File: config.mk
export PLATFORM = sky130hd
export DESIGN_NAME = sem_mag
export DESIGN_NICKNAME = d
export VERILOG_FILES = /design/src/rtl/core/sem_pkg.sv /design/src/rtl/core/sem_mag.sv
export SDC_FILE = /design/constraint.sdc
export NUM_CORES = 2
export LEC_CHECK = 0
export BUFFER_PORTS_ARGS = -buffer_cell sky130_fd_sc_hd__buf_2
export CAP_MARGIN = 10
export CELL_PAD_IN_SITES_DETAIL_PLACEMENT = 1
export CELL_PAD_IN_SITES_GLOBAL_PLACEMENT = 2
export CORE_ASPECT_RATIO = 0.75
export CORE_MARGIN = 10
export CORE_UTILIZATION = 42
export CTS_CLUSTER_SIZE = 40
export DETAILED_ROUTE_END_ITERATION = 16
export GPL_ROUTABILITY_DRIVEN = 0
export HOLD_SLACK_MARGIN = 0.12
export MAX_ROUTING_LAYER = met4
export PLACE_DENSITY_LB_ADDON = 0.1
export SYNTH_ARGS = -nofsm -noshare
export SYNTH_HDL_FRONTEND = slang
export SYNTH_SLANG_ARGS = --single-unit
File: constraint.sdc
create_clock -name clk_i -period 8.55 [get_ports clk_i]
set_input_delay 0.855 -clock clk_i [delete_from_list [all_inputs] [get_ports clk_i]]
set_output_delay 0.855 -clock clk_i [all_outputs]
set_load 0.02 [all_outputs]
File: src/rtl/core/sem_pkg.sv
// Shared types and constants for the RGB Sobel edge magnitude block.
`default_nettype none
package sem_pkg;

  // One window column of three pixels: index 0 is the top row, 2 the bottom row.
  typedef logic [2:0][23:0] col_t;

  // Command codes of the input beat.
  localparam logic CMD_PIXEL = 1'b0;
  localparam logic CMD_DRAIN = 1'b1;

  // Magnitude saturation: above this sum of squares the result clips.
  localparam logic [20:0] SAT_LIMIT = 21'd65280;
  localparam logic [7:0]  MAG_MAX   = 8'd255;

  // Configuration register indexes.
  localparam logic CFG_WIDTH  = 1'b0;
  localparam logic CFG_HEIGHT = 1'b1;

endpackage
`default_nettype wire

File: src/rtl/core/sem_mag.sv
// Iterative Sobel gradient and rounded square root for one 3x3 RGB window.
`default_nettype none
module sem_mag (
  input  wire logic                clk_i,
  input  wire logic                rst_ni,
  input  wire logic                start_i,
  input  wire sem_pkg::col_t [2:0] cols_i,
  output logic                     done_o,
  output logic [23:0]              res_o
);
  import sem_pkg::*;

  typedef enum logic [1:0] {M_IDLE, M_SQ, M_ITER, M_RND} mstate_e;

  mstate_e            state_q;
  logic signed [10:0] gx_q [3];
  logic signed [10:0] gy_q [3];
  logic signed [10:0] gx_d [3];
  logic signed [10:0] gy_d [3];
  logic [20:0]        s_q [3];
  logic [20:0]        s_d [3];
  logic [7:0]         n_q [3];
  logic [7:0]         n_d [3];
  logic [7:0]         r_d [3];
  logic [2:0]         b_q;
  logic               done_q;
  logic [23:0]        res_q;

  // Gradients of each channel from the nine window pixels.
  always_comb begin
    logic signed [10:0] v [3][3];
    for (int ch = 0; ch < 3; ch++) begin
      for (int cc = 0; cc < 3; cc++) begin
        for (int rr = 0; rr < 3; rr++) begin
          v[cc][rr] = $signed({3'b000, cols_i[cc][rr][ch*8 +: 8]});
        end
      end
      gx_d[ch] = (v[2][0] + (v[2][1] <<< 1) + v[2][2])
               - (v[0][0] + (v[0][1] <<< 1) + v[0][2]);
      gy_d[ch] = (v[0][2] + (v[1][2] <<< 1) + v[2][2])
               - (v[0][0] + (v[1][0] <<< 1) + v[2][0]);
    end
  end

  // Sum of squares, one square root bit per step, and the final rounding.
  always_comb begin
    logic signed [21:0] sqx;
    logic signed [21:0] sqy;
    logic [21:0]        tsum;
    logic [7:0]         t;
    logic [15:0]        tt;
    logic [16:0]        nn;
    for (int ch = 0; ch < 3; ch++) begin
      sqx = gx_q[ch] * gx_q[ch];
      sqy = gy_q[ch] * gy_q[ch];
      tsum = sqx + sqy;
      s_d[ch] = tsum[20:0];
      t = n_q[ch] | (8'd1 << b_q);
      tt = t * t;
      n_d[ch] = ({5'b0, tt} <= s_q[ch]) ? t : n_q[ch];
      nn = 17'(n_q[ch]) * 17'(n_q[ch]) + 17'(n_q[ch]);
      if (s_q[ch] > SAT_LIMIT) begin
        r_d[ch] = MAG_MAX;
      end else if (s_q[ch] > {4'b0, nn}) begin
        r_d[ch] = n_q[ch] + 8'd1;
      end else begin
        r_d[ch] = n_q[ch];
      end
    end
  end

  // Sequencer of the magnitude unit.
  always_ff @(posedge clk_i or negedge rst_ni) begin
    if (!rst_ni) begin
      state_q <= M_IDLE;
      done_q  <= 1'b0;
      b_q     <= 3'd7;
    end else begin
      done_q <= 1'b0;
      case (state_q)
        M_IDLE: begin
          if (start_i) begin
            gx_q    <= gx_d;
            gy_q    <= gy_d;
            state_q <= M_SQ;
          end
        end
        M_SQ: begin
          s_q     <= s_d;
          n_q     <= '{8'd0, 8'd0, 8'd0};
          b_q     <= 3'd7;
          state_q <= M_ITER;
        end
        M_ITER: begin
          n_q <= n_d;
          b_q <= b_q - 3'd1;
          if (b_q == 3'd0) begin
            state_q <= M_RND;
          end
        end
        M_RND: begin
          // Channel 0 sits in the low byte, so red comes from channel 2.
          res_q   <= {r_d[2], r_d[1], r_d[0]};
          done_q  <= 1'b1;
          state_q <= M_IDLE;
        end
        default: state_q <= M_IDLE;
      endcase
    end
  end

  assign done_o = done_q;
  assign res_o  = res_q;

  a_done_after_round: assert property (@(posedge clk_i) disable iff (!rst_ni)
    done_q |-> $past(state_q) == M_RND) else $error("done without rounding step");
  a_start_idle: assert property (@(posedge clk_i) disable iff (!rst_ni)
    (state_q == M_IDLE && start_i) |=> state_q == M_SQ) else $error("start lost");
  a_iter_ends: assert property (@(posedge clk_i) disable iff (!rst_ni)
    (state_q == M_ITER && b_q == 3'd0) |=> state_q == M_RND) else $error("iteration overrun");

endmodule
`default_nettype wire

==> impl_metrics.ini <==
[clocking]
cts_hold_buf = 0
insertion_delay_ns = 0.54
clockBufferDepth = 2
clock_sinks = 183
htreeDepth = 4
clk_pin_slew_worst_paths_ns = 0.08
clockRootBuffer = clkbuf_16
cts_buffers = 17
ctsResizeCount = 0
cts_tree = built
cts_setup_buffers = 0

[worst_setup_path]
ff2ff_path_depth = 25
crit_top_cell = fa_1
slowest_stage = nor2b_1
cp-endpoint = n_q[0]
reg2reg_to = n_q[0]
path_delay_family = adder cells
endpoint_kind = flop
slowest_delay_ns = 0.58
critPathLaunch = b_q[1]
cp.depth = 25
worstSetupPathType = flop to flop
crit_path_start_kind = flop
arrival_ns = 7.67
crit_required_ns = 8.79
crit_buf_inv = 5
r2r_slack_ns = 1.12
timing.rr.start = b_q[1]
worst-path-max-fanout = 10

[yosys]
yosys-top-cells-area = fa_1 42%, ha_1 15%, inv_1 11%
synth-seq-cells = 183
syn_inst = 5049
syn_nets = 6906
synth-edff-count = 177
yosys_warnings = 0
synth-seq-area-share = 0.110
synthFlopType = edfxtp_1
synth_most_common_cell = inv_1
avgSynthCellArea_um2 = 9.83
post_synth_num_cell_types = 74
synth_area_leader_cell = fa_1
synth_common_cells = 1432 x inv_1, 1038 x fa_1, 600 x ha_1, 283 x nand2_1, 199 x nor2_1
synth_area_mm2 = 0.0496
synthDominantCellAreaShare = 0.419
async_flop_share = 0.0328

[drt]
wl_mm = 119
drt-vias-per-instance = 4.79
drt-pass1-iter-count = 8
num_vias = 32500
ant_nets = 0
wl_per_cell_um = 17.5
drt_iter0_drc = 1281
drc_errors = 0

[timing]
clock_skew_ns = 0.0185
holdWs_ns = 0.174
fmax_mhz = 135
rsz0062_at_grt = no
finalSetupViolations = 0
slew_violations = 0
period_share = 0.869
worstMarginPinSlew_ns = 1.24
fin_crit_ns = 7.43
setup_tns_ns = 0
finalHoldViolCount = 0
slew_headroom = 0.169

[final_layout]
area_growth_pct = 6.96
utilization = 0.451
regArea_mm2 = 0.00547
stdcell_area_mm2 = 0.0531
drive_gt1_frac = 0.0622
multiInputGateArea_mm2 = 0.0384
num-fill-cells = 13400
final_nets = 7069

[outcome]
status = finished clean

[global_route]
grt_pass1_wl_mm = 202
track_usage = 0.195
antenna_found_initial = 6
overflow = 0
grt_pass1_vias = 37300
grt_max_degree = 64

[floorplan]
core_mm2 = 0.118
pin_count = 244
rows = 109
die-area_mm2 = 0.132
die_h_um = 318
start_util = 0.422
die_w_um = 417

[placed_design]
place_hpwl_mm = 106
io_buffers = 219
dpl_cell_area_mm2 = 0.0525

[min_path]
hold_path_class = primary input to asynchronous set/reset pin

[run]
drv_cap = 0
[registers in the layout (all words and copies together), names as in the netlist]
signal and flops:
s_q 63, done_o 1, b_q 3, n_q 24, gx_q 33, res_o 24, state_q 2, gy_q 33
[cells by family (layout without fill, tap and decap cells)]
group,count (synthesis),after routing,synth area share
adder cells (fa/ha/maj),1638,1638,0.570
AO/OA/AOI/OAI,440,440,0.0557
multiplexers,8,8,0.00179
other,2,6,0.000151
flip-flops,183,183,0.110
buffers and inverters,1535,1711,0.116
XOR/XNOR,263,263,0.0464
AND/OR/NAND/NOR,980,980,0.0992
[placed cells by master, fill, tap and decap left out, types with 7 or more instances in the layout]
cell	instances
inv_1	1432
fa_1	1038
ha_1	600
nand2_1	283
buf_2	219
nor2_1	199
and2_1	188
xnor2_1	186
edfxtp_1	177
a21oi_1	166
nor2b_1	102
o21ai_0	83
xor2_1	77
a21o_1	52
nand2b_1	34
nor3_1	31
buf_4	28
nand3_1	26
o21bai_1	26
o21a_1	24
nor4_1	22
nand4_1	21
or2_2	20
clkbuf_16	17
a211oi_1	13
or3_1	11
o211ai_1	11
and3_1	9
nand3b_1	9
mux2_2	7
o31a_1	7
[through the flow]
step	setup WS (ns)	cells
after floorplan	1.93	5049
final	1.12	6783
after detailed placement	1.17	6747
after global placement	1.27	6747
after CTS	1.11	6779
after global routing	0.617	6782
[final cells by class]
cell class                      instances  area share
Multi-Input combinational cell       3331       0.723
Sequential cell                       183       0.103
Inverter                             1432       0.101
Tap cell                             1554      0.0366
Timing Repair Buffer                  247      0.0246
Clock buffer                           18     0.00828
Clock inverter                         14     0.00262
Antenna cell                            4    0.000189
[worst min-delay path by stage]
stage	startpoint	endpoint	cells past startpoint
global placement	b_q[1]	b_q[1]	2
CTS	rst_ni	done_o	1
finish	rst_ni	done_o	1
detailed placement	b_q[1]	b_q[1]	2
floorplan	b_q[1]	b_q[1]	2
global route	rst_ni	done_o	1
[per-layer routing]
layer | up-vias | part of all wire | track usage | routed length [µm]
met5 | - | 0 | - | 0
met4 | 0 | 0.010 | 0.0304 | 1230
met3 | 61 | 0.034 | 0.0270 | 4040
met2 | 378 | 0.44 | 0.292 | 52500
met1 | 16500 | 0.51 | 0.285 | 61100
li1 | 15600 | - | - | -
[worst reg2reg max path, cell delays in order, from the launching register on]
cell and delay (ns):
dfstp_2 0.57, ha_1 0.25, nor2b_1 0.58, nor2_1 0.09, buf_4 0.21, or2_2 0.31
fa_1 0.54, inv_1 0.07, fa_1 0.51, fa_1 0.54, inv_1 0.05, fa_1 0.53
inv_1 0.04, ha_1 0.36, a21oi_1 0.15, nand2_1 0.11, a41oi_1 0.31, nor2b_1 0.23
xnor2_1 0.16, ha_1 0.29, nand2_1 0.07, nor2_1 0.04, a2111oi_0 0.56, o21ai_0 0.18
a21oi_1 0.18, buf_4 0.22
Power is left out: the tool's default activity adds up to more than one toggle a clock period on the data nets, which glitch-free logic cannot reach.
